$ cat src/rtl/core/afcd_pkg.sv
package afcd_pkg;

	localparam logic [7:0] TYPE_CHAR = 8'h53;
	localparam logic [7:0] DIGIT_LO  = 8'h30;
	localparam logic [7:0] DIGIT_HI  = 8'h39;
	localparam logic [7:0] SUM_MOD   = 8'd100;
	localparam logic [6:0] OVERHEAD  = 7'd5;
	localparam logic [6:0] TRAILER   = 7'd2;
	localparam logic [6:0] POS_MAX   = 7'd127;

	typedef enum logic [2:0] {
		ST_OK    = 3'd0,
		ST_TYPE  = 3'd1,
		ST_LEN   = 3'd2,
		ST_DIGIT = 3'd3,
		ST_SUM   = 3'd4
	} status_t;

	typedef struct packed {
		logic [7:0] data;
		logic       eom;
		logic [7:0] link;
	} in_item_t;

	typedef struct packed {
		logic       emit;
		logic       kind;
		logic [7:0] data;
		status_t    status;
		logic [7:0] link;
	} result_t;

	function automatic logic is_digit(logic [7:0] b);
		return (b >= DIGIT_LO) && (b <= DIGIT_HI);
	endfunction

	// acc stays below 100; the byte is folded mod 100 by compare and subtract
	function automatic logic [6:0] add_mod(logic [6:0] acc, logic [7:0] b);
		logic [7:0] r;
		logic [7:0] s;
		if (b >= 8'd200) begin
			r = b - 8'd200;
		end else if (b >= SUM_MOD) begin
			r = b - SUM_MOD;
		end else begin
			r = b;
		end
		s = {1'b0, acc} + r;
		if (s >= SUM_MOD) begin
			s = s - SUM_MOD;
		end
		return s[6:0];
	endfunction

	function automatic logic [6:0] times_ten(logic [3:0] d);
		return ({3'b000, d} << 3) + ({3'b000, d} << 1);
	endfunction

endpackage

$ cat src/rtl/core/afcd_parser.sv
module afcd_parser (
	input  logic                clk,
	input  logic                arst_n,
	input  logic                advance,
	input  afcd_pkg::in_item_t  item,
	output afcd_pkg::result_t   res
);

	logic [6:0]          pos_q;
	logic [6:0]          size_q;
	logic [6:0]          sum_q;
	logic [6:0]          check_q;
	afcd_pkg::status_t   err_q;

	logic [6:0]          pos_n;
	logic [6:0]          size_n;
	logic [6:0]          sum_n;
	logic [6:0]          check_n;
	afcd_pkg::status_t   err_n;
	afcd_pkg::status_t   st;
	logic [6:0]          size_m2;
	logic [3:0]          dval;
	logic                dig;
	logic                emit_pl;

	always_comb begin
		err_n   = err_q;
		sum_n   = sum_q;
		size_n  = size_q;
		check_n = check_q;
		emit_pl = 1'b0;
		dval    = item.data[3:0];
		dig     = afcd_pkg::is_digit(item.data);
		// only reached error-free with size at least 5, so no wrap
		size_m2 = size_q - afcd_pkg::TRAILER;

		if (err_q == afcd_pkg::ST_OK) begin
			if (pos_q == 7'd0) begin
				if (item.data != afcd_pkg::TYPE_CHAR) begin
					err_n = afcd_pkg::ST_TYPE;
				end
				sum_n = afcd_pkg::add_mod(7'd0, item.data);
			end else if (pos_q == 7'd1 || pos_q == 7'd2) begin
				if (!dig) begin
					err_n = afcd_pkg::ST_DIGIT;
				end else begin
					sum_n = afcd_pkg::add_mod(sum_q, item.data);
					if (pos_q == 7'd1) begin
						size_n = afcd_pkg::times_ten(dval);
					end else begin
						size_n = size_q + {3'b000, dval};
						if (size_n < afcd_pkg::OVERHEAD) begin
							err_n = afcd_pkg::ST_LEN;
						end
					end
				end
			end else if (pos_q < size_m2) begin
				sum_n   = afcd_pkg::add_mod(sum_q, item.data);
				emit_pl = 1'b1;
			end else if (pos_q < size_q) begin
				if (!dig) begin
					err_n = afcd_pkg::ST_DIGIT;
				end else if (pos_q == size_m2) begin
					check_n = afcd_pkg::times_ten(dval);
				end else begin
					check_n = check_q + {3'b000, dval};
				end
			end else begin
				err_n = afcd_pkg::ST_LEN;
			end
		end

		pos_n = (pos_q != afcd_pkg::POS_MAX) ? pos_q + 7'd1 : pos_q;

		st = err_n;
		if (err_n == afcd_pkg::ST_OK) begin
			if (pos_q < 7'd2 || ({1'b0, pos_q} + 8'd1) != {1'b0, size_n}) begin
				st = afcd_pkg::ST_LEN;
			end else if (check_n != sum_n) begin
				st = afcd_pkg::ST_SUM;
			end
		end

		res.link = item.link;
		if (item.eom) begin
			res.emit   = 1'b1;
			res.kind   = 1'b1;
			res.data   = 8'd0;
			res.status = st;
		end else begin
			res.emit   = emit_pl;
			res.kind   = 1'b0;
			res.data   = item.data;
			res.status = afcd_pkg::ST_OK;
		end
	end

	// the last byte of a message returns everything to the reset state
	always_ff @(posedge clk or negedge arst_n) begin
		if (!arst_n) begin
			pos_q   <= '0;
			size_q  <= '0;
			sum_q   <= '0;
			check_q <= '0;
			err_q   <= afcd_pkg::ST_OK;
		end else if (advance) begin
			if (item.eom) begin
				pos_q   <= '0;
				size_q  <= '0;
				sum_q   <= '0;
				check_q <= '0;
				err_q   <= afcd_pkg::ST_OK;
			end else begin
				pos_q   <= pos_n;
				size_q  <= size_n;
				sum_q   <= sum_n;
				check_q <= check_n;
				err_q   <= err_n;
			end
		end
	end

endmodule

$ cat src/rtl/core/ascii_frame_checksum_deframer_core.sv
// a result is registered in the result register; its byte waits in the input register on a stall
// throughput: one byte per cycle unless the output stalls; each byte takes one pass
// through the parser between the input register and the result register
// a byte that produces no result still occupies that single pass
// reset: arst_n clears both valid flags and the frame state asynchronously
module ascii_frame_checksum_deframer_core (
	input  logic       clk,
	input  logic       arst_n,
	input  logic       byte_valid,
	output logic       byte_stall,
	input  logic [7:0] byte_in,
	input  logic       end_of_message,
	input  logic [7:0] link_id,
	output logic       result_valid,
	input  logic       result_stall,
	output logic       out_kind,
	output logic [7:0] payload_byte,
	output logic [2:0] status,
	output logic [7:0] link_out
);

	logic                valid_s1;
	afcd_pkg::in_item_t  item_s1;
	logic                out_valid_q;
	logic                kind_q;
	logic [7:0]          data_q;
	afcd_pkg::status_t   status_q;
	logic [7:0]          link_q;
	logic                out_free;
	logic                advance;
	afcd_pkg::result_t   res;

	assign out_free   = !out_valid_q || !result_stall;
	assign advance    = valid_s1 && out_free;
	assign byte_stall = valid_s1 && !out_free;

	always_ff @(posedge clk or negedge arst_n) begin
		if (!arst_n) begin
			valid_s1 <= 1'b0;
		end else if (!byte_stall) begin
			valid_s1 <= byte_valid;
		end
	end

	always_ff @(posedge clk) begin
		if (!byte_stall && byte_valid) begin
			item_s1.data <= byte_in;
			item_s1.eom  <= end_of_message;
			item_s1.link <= link_id;
		end
	end

	afcd_parser u_parser (
		.clk     (clk),
		.arst_n  (arst_n),
		.advance (advance),
		.item    (item_s1),
		.res     (res)
	);

	always_ff @(posedge clk or negedge arst_n) begin
		if (!arst_n) begin
			out_valid_q <= 1'b0;
		end else if (out_free) begin
			out_valid_q <= advance && res.emit;
		end
	end

	always_ff @(posedge clk) begin
		if (advance && res.emit) begin
			kind_q   <= res.kind;
			data_q   <= res.data;
			status_q <= res.status;
			link_q   <= res.link;
		end
	end

	assign result_valid = out_valid_q;
	assign out_kind     = kind_q;
	assign payload_byte = data_q;
	assign status       = status_q;
	assign link_out     = link_q;

`ifndef SYNTH
	a_stall_only_when_held: assert property (@(posedge clk) disable iff (!arst_n)
		byte_stall |-> valid_s1)
		else $error("input stalled with an empty input register");

	a_payload_status_zero: assert property (@(posedge clk) disable iff (!arst_n)
		(result_valid && !out_kind) |-> (status == afcd_pkg::ST_OK))
		else $error("payload transaction carries a nonzero status");

	a_status_data_zero: assert property (@(posedge clk) disable iff (!arst_n)
		(result_valid && out_kind) |-> (payload_byte == 8'd0))
		else $error("status transaction carries payload data");

	a_no_result_without_item: assert property (@(posedge clk) disable iff (!arst_n)
		(!result_valid && !valid_s1) |=> !result_valid)
		else $error("result appeared without an item in flight");
`endif

endmodule
$ cat config.mk
export PLATFORM = sky130hd
export DESIGN_NAME = ascii_frame_checksum_deframer_core
export DESIGN_NICKNAME = d
export VERILOG_FILES = /design/src/rtl/core/afcd_pkg.sv /design/src/rtl/core/afcd_parser.sv /design/src/rtl/core/ascii_frame_checksum_deframer_core.sv
export SDC_FILE = /design/constraint.sdc
export NUM_CORES = 1
export LEC_CHECK = 0
export ABC_AREA = 1
export BUFFER_PORTS_ARGS = -buffer_cell sky130_fd_sc_hd__buf_2
export CAP_MARGIN = 20
export CORE_ASPECT_RATIO = 1.2
export CORE_MARGIN = 2
export CORE_UTILIZATION = 25
export DETAILED_ROUTE_END_ITERATION = 8
export PLACE_DENSITY = 0.4
export SLEW_MARGIN = 10
export SYNTH_ARGS = -nofsm -noshare
export SYNTH_HDL_FRONTEND = slang
export SYNTH_HIERARCHICAL = 1
export SYNTH_SLANG_ARGS = --single-unit
$ cat constraint.sdc
create_clock -name clk -period 5.1 [get_ports clk]
set_input_delay 1.02 -clock clk [delete_from_list [all_inputs] [get_ports clk]]
set_output_delay 1.02 -clock clk [all_outputs]
set_load 0.05 [all_outputs]
Word-level counts from Yosys, hierarchy flattened
Cells that the tools add are included.
{"block": "totals", "ff_bits": 70, "elab_cells": 118}
{"block": "op_classes", "n_addsub": 13, "magnitude_cmp": 11, "eq_ne": 7, "mux": 56, "n_reduce_logical": 17}
{"operator": "2-to-1 mux 7 bit", "n": 25}
{"operator": "2-to-1 mux 8 bit", "n": 12}
{"operator": "2-to-1 mux 3 bit", "n": 14}
{"operator": "greater-or-equal comparator 8 x 7 -> 1 bit, second input constant", "n": 4}
{"operator": "subtractor 7 bit, second input constant", "n": 3}
{"operator": "adder 7 x 8 -> 8 bit", "n": 2}
{"operator": "adder 7 x 4 -> 7 bit", "n": 2}
{"operator": "< comparator 7 bit", "n": 2}
{"operator": "2-to-1 mux 13 bit", "n": 1}
{"operator": "adder 7 x 1 -> 8 bit, second input constant", "n": 1}
{"operator": "greater-or-equal comparator 8 x 6 -> 1 bit, second input constant", "n": 1}
{"operator": "greater-or-equal comparator 8 bit, second input constant", "n": 1}
{"operator": "<= comparator 8 x 6 -> 1 bit, second input constant", "n": 1}
{"operator": "inequality test 8 x 7 -> 1 bit", "n": 1}
{"operator": "inequality test 8 x 7 -> 1 bit, second input constant", "n": 1}
{"operator": "subtractor 8 x 7 -> 8 bit, second input constant", "n": 1}
{"operator": "subtractor 8 bit, second input constant", "n": 1}
{"operator": "adder 7 x 1 -> 7 bit, second input constant", "n": 1}
{"operator": "adder 7 x 5 -> 7 bit", "n": 1}
{"operator": "== test 7 x 1 -> 1 bit, second input constant", "n": 1}
{"operator": "== test 7 x 2 -> 1 bit, second input constant", "n": 1}
{"operator": "== test 7 bit", "n": 1}
{"operator": "zero test 7 bit", "n": 1}
{"operator": "< comparator 7 x 2 -> 1 bit, second input constant", "n": 1}
{"operator": "other kinds (11)", "n": 24}

Depth between registers and ports, before layout
{"block": "depth", "depth_word": 20, "ltp_mapped": 33}

By module
The synthesis kept the hierarchy.
{"module": "afcd_parser", "n_inst": 1, "cells_per_inst": 668, "area_per_inst_um2": 4342.9}
{"module": "ascii_frame_checksum_deframer_core", "n_inst": 1, "cells_per_inst": 52, "area_per_inst_um2": 1212.4}

Worst setup path before layout
Ideal clock, no wire load.
{"block": "synth_path", "path_type": "reg2reg", "start": "register item_s1[12] (netlist bit)", "end": "register status_q[2] (netlist: status[2]) (data pin)", "setup_time_ns": 0.254, "arrival_time_ns": 3.734, "required_time_ns": 4.846, "setup_slack_ns": 1.112, "path_stages_with_launch": 26, "n_path_buf": 0, "synth_period_minus_slack_ns": 3.988, "cell_sequence": "edfxtp_1 inv_1 ha_1 nand2_1 nand2_2 nand2_4 nand2_1 xor2_2 ha_1 nand3_1 nand3_1 xnor2_1 ha_1 nand2_1 o211ai_1 nand2_2 nand2_1 nand3_1 a21oi_1 nand2_1 nand3b_1 nand2_1 nor2_1 nand3_1 nand2_1 a21oi_2"}
{"block": "synth_via", "elab_chain_len": 18, "elab_cells_between_ends": 69, "cone_classes": "add/sub (10); order compare (8); eq/ne (3); mux (45); reduce/logical (3)"}
{"element": "start, declared", "line_no": "ascii_frame_checksum_deframer_core.sv:23", "text": "afcd_pkg::in_item_t item_s1;"}
{"element": "subtractor 8 x 7 -> 8 bit / greater-or-equal comparator 8 x 7 -> 1 bit (equally long branches)", "line_no": "afcd_pkg.sv:44, afcd_pkg.sv:43"}
{"element": "2-to-1 mux 8 bit", "line_no": "afcd_pkg.sv:43", "text": "end else if (b >= SUM_MOD) begin"}
{"element": "2-to-1 mux 8 bit", "line_no": "afcd_pkg.sv:41", "text": "if (b >= 8'd200) begin"}
{"element": "2-to-1 mux 8 bit, on equally long branches", "line_no": "afcd_parser.sv:57, afcd_parser.sv:44"}
{"element": "2-to-1 mux 8 bit", "line_no": "afcd_parser.sv:43", "text": "end else if (pos_q == 7'd1 || pos_q == 7'd2) begin"}
{"element": "2-to-1 mux 8 bit", "line_no": "afcd_parser.sv:38", "text": "if (pos_q == 7'd0) begin"}
{"element": "2-to-1 mux 8 bit", "line_no": "afcd_parser.sv:37", "text": "if (err_q == afcd_pkg::ST_OK) begin"}
{"element": "adder 7 x 8 -> 8 bit", "line_no": "afcd_pkg.sv:48", "text": "s = {1'b0, acc} + r;"}
{"element": "[... 2 more ...]"}
{"element": "2-to-1 mux 7 bit, on equally long branches", "line_no": "afcd_parser.sv:57, afcd_parser.sv:44"}
{"element": "2-to-1 mux 7 bit", "line_no": "afcd_parser.sv:43"}
{"element": "2-to-1 mux 7 bit", "line_no": "afcd_parser.sv:38"}
{"element": "2-to-1 mux 7 bit", "line_no": "afcd_parser.sv:37"}
{"element": "inequality test 7 bit", "line_no": "afcd_parser.sv:79", "text": "end else if (check_n != sum_n) begin"}
{"element": "2-to-1 mux 3 bit", "line_no": "afcd_parser.sv:79"}
{"element": "2-to-1 mux 3 bit", "line_no": "afcd_parser.sv:77", "text": "if (pos_q < 7'd2 || ({1'b0, pos_q} + 8'd1) != {1'b0, size_n}) begin"}
{"element": "2-to-1 mux 3 bit *", "line_no": "afcd_parser.sv:76", "text": "if (err_n == afcd_pkg::ST_OK) begin"}
{"element": "end signal, assigned", "line_no": "ascii_frame_checksum_deframer_core.sv:73", "text": "status_q <= res.status;"}
{"element": "end, declared", "line_no": "ascii_frame_checksum_deframer_core.sv:27", "text": "afcd_pkg::status_t status_q;"}
Every way passes the cells marked *; elsewhere a longest branch is shown, timed or not. The select of a mux whose other input is x is not followed.
A chain may end at the register's enable or synchronous reset.

Worst setup path in the final report
{"block": "layout_path", "start": "register item_s1[11] (netlist bit)", "end": "register status_q[2] (netlist: status[2]) (data pin)"}
The elaborated chain is that of the path after synthesis.

==> impl_metrics.ini <==
[run_status]
status = finished clean

[clock_network]
post_cts_buffers = 0
cts.clk_slew.worst_paths_ns = 0.07
clockBufferDepth = 2
cts-buffers-inserted = 9
htree_levels = 3
tritoncts = done
clk-insertion-delay-late_ns = 0.34
cts.sinks = 70
cts_hold_buf = 0
cts_resized = 0
cts_root_buf = clkbuf_16

[finish]
area_growth_pct = 14.6
fin_area_mm2 = 0.00637
diodes = 0
final_cells = 1046
drive_gt1_share_pct = 14.8
nets = 841
utilization_pct = 29.2

[yosys]
synth_cell_types = 45
syn_nets = 794
synth_area_per_cell_um2 = 7.72
yosysWarnings = 6
synthArstFlopShare_pct = 47.1
synth-edff-count = 37
synthCells = 720
synthFlopType = edfxtp_1
ys_seq_area_share_pct = 34.9
ys_ff_latch = 70
syn-cell-area_mm2 = 0.00556

[power]
p_seq_share_pct = 26.6
intPower_mw = 1.49
power_density_mw_per_mm2 = 445
leakagePower_nw = 3.12
power.switching_mw = 1.34
clkPwrFrac_pct = 22.1
pwr-share-comb_pct = 51.2
total_power_mw = 2.83
ir_drop_uv = 169
power_switching_share_pct = 47.4

[sta]
worst_pin_slew_ns = 0.880
finalCritPeriodShare_pct = 89.5
skew_ns = 0.00974
setup_viol = 0
setup_tns_ns = 0
hold_violations = 0
rsz0062_at_grt = no
relSlewSlack_pct = 41.3
clock.fmax_ghz = 0.219
slew_violations = 0
period_needed_ns = 4.56

[flow_run]
drv_cap = 0

[floorplanning]
start_util_pct = 25.5
io_pins = 43
core_mm2 = 0.0218
rows = 59
die_x_um = 140
die_y_um = 167
die-area_mm2 = 0.0234

[setup_path]
crit_path_max_incr_delay_ns = 0.40
reg2reg_to = status[2]
crit_path_frequent_cell = nand2_1
crit_arrival_ns = 4.65
end_kind = flip-flop
path_class = flip-flop to flip-flop
r2r_start = item_s1[11]
reg2reg_depth = 26
required_ns = 5.19
crit_buf_inv = 2
crit_path_start_kind = flip-flop
crit_fanout = 9
r2r_slack_ns = 0.54
crit_slowest_cell = o211ai_1
crit_family = simple AND/OR/NAND/NOR gates

[detailed_routing]
avgRoutedWirePerCell_um = 15.8
drt_iter0_drc = 229
num_vias = 4794
final_antenna_net_count = 0
via_per_inst = 4.58
drt_pass1_iterations = 6
drt_wl_total_um = 16500
drcViolationCount = 0

[placed_design]
dpl-instance-area_mm2 = 0.00608
gp_congestion = 0.762
place_hpwl_um = 12900
dp.cells = 1030
portBuffers = 42

[global_route]
grt_remaining_overflow = 0
grtUsageTotal_pct = 14.6
antenna_found_initial = 0
grt_pass1_vias = 4863
grt_start_max_net_pins = 34
grt_pass1_wl_um = 26400

[hold_path]
hp-start = item_s1[5]
hold_class = flip-flop to flip-flop
min_to = link_out[5]
whs_path_depth = 0
[cell type report]
| class | instances | area [µm²] |
|---|---|---|
| tap | 274 | 343 |
| fill | 2357 | 15400 |
| multi-input combinational | 533 | 3140 |
| inverter | 101 | 379 |
| clock buffer | 9 | 225 |
| clock inverter | 7 | 61.3 |
| sequential | 70 | 1940 |
| timing repair buffer | 52 | 285 |
[cell usage in the layout (no fill, tap or decap), drive strengths merged, types with 4 or more instances in the layout]
cell      n
o22ai    15
a22o      4
o211ai    7
ha       49
edfxtp   37
nand2   196
clkbuf    9
nand4    11
nor2     62
o31ai     4
dfrtp    33
fa        4
a21oi    31
inv     105
buf      52
nand3    61
o21ai    48
xnor2     9
xor2     17
[cell usage after synthesis (2+ instances only)]
cell type	count	area share, %
o21ai_0	39	3.5
o31ai_1	4	0.54
o21ai_2	3	0.47
nand2_1	180	12
nand2_2	13	1.5
buf_4	9	1.2
xnor2_1	9	1.4
ha_1	49	11
a31oi_1	2	0.23
inv_1	88	5.9
inv_2	12	0.81
fa_1	4	1.4
o21ai_1	6	0.54
edfxtp_1	37	20
a21o_1	2	0.27
o21a_1	3	0.41
o211ai_1	6	0.81
nor2_1	56	3.8
nand4_1	10	1.1
nor2_4	3	0.61
clkbuf_1	5	0.34
nor2_2	2	0.23
nand3b_1	2	0.27
dfrtp_1	33	15
nand3_1	60	5.4
o22ai_1	15	1.7
a21oi_1	29	2.6
a22o_1	4	0.63
nor3_1	2	0.18
xor2_1	16	2.5
nand2_4	3	0.61
[kinds of logic after synthesis]
logic type,after synthesis,synth area share [%]
XOR/XNOR,26,4.23
adder cells (fa/ha/maj),53,12.5
AO/OA/AOI/OAI,118,12.7
AND/OR/NAND/NOR,336,27.0
flip-flops,70,34.9
buffers and inverters,117,8.72
[power by group through the flow]
stage / registers [mW] / clock network (mW) / logic [mW]
final: 0.755 / 0.627 / 1.45
after global routing: 0.767 / 0.664 / 1.66
after CTS: 0.757 / 0.650 / 1.47
after detailed placement: 0.768 / 0 / 1.46
after global placement: 0.769 / 0 / 1.48
after floorplan: 0.872 / 0 / 0.983
[through the flow]
stage                     hold WS, ns  setup WS [ns]
after floorplan                 0.473           1.11
after global placement          0.400          0.634
after detailed placement        0.406          0.585
after CTS                       0.423          0.543
after global routing            0.435         0.0148
final                           0.421          0.536
[how the worst max path moves through the flow]
| stage | endpoint | startpoint | cells after the start | slack [ns] |
|---|---|---|---|---|
| floorplan | status[2] | item_s1[12] | 25 | 1.11 |
| global placement | status[2] | item_s1[11] | 26 | 0.63 |
| detailed placement | status[2] | item_s1[11] | 26 | 0.58 |
| CTS | status[2] | item_s1[11] | 26 | 0.54 |
| global route | status[2] | item_s1[11] | 26 | 0.01 |
| finish | status[2] | item_s1[11] | 26 | 0.54 |
[sequential cells by signal, summed over array words and instances (netlist names)]
register          count
u_parser/err_q        3
valid_s1              1
u_parser/size_q       7
result_valid          1
out_kind              1
payload_byte          8
u_parser/check_q      7
item_s1              17
u_parser/pos_q        7
status                3
link_out              8
u_parser/sum_q        7
[layer usage]
layer  up-vias  track usage [%]  share of wire [%]
met4         0             3.82                1.7
met3        17             2.17                1.9
met2        38             27.5                 53
met5         -                0                  0
met1      2264             17.1                 43
li1       2475                -                  -
Note: power is estimated with default switching activity, not from simulation.
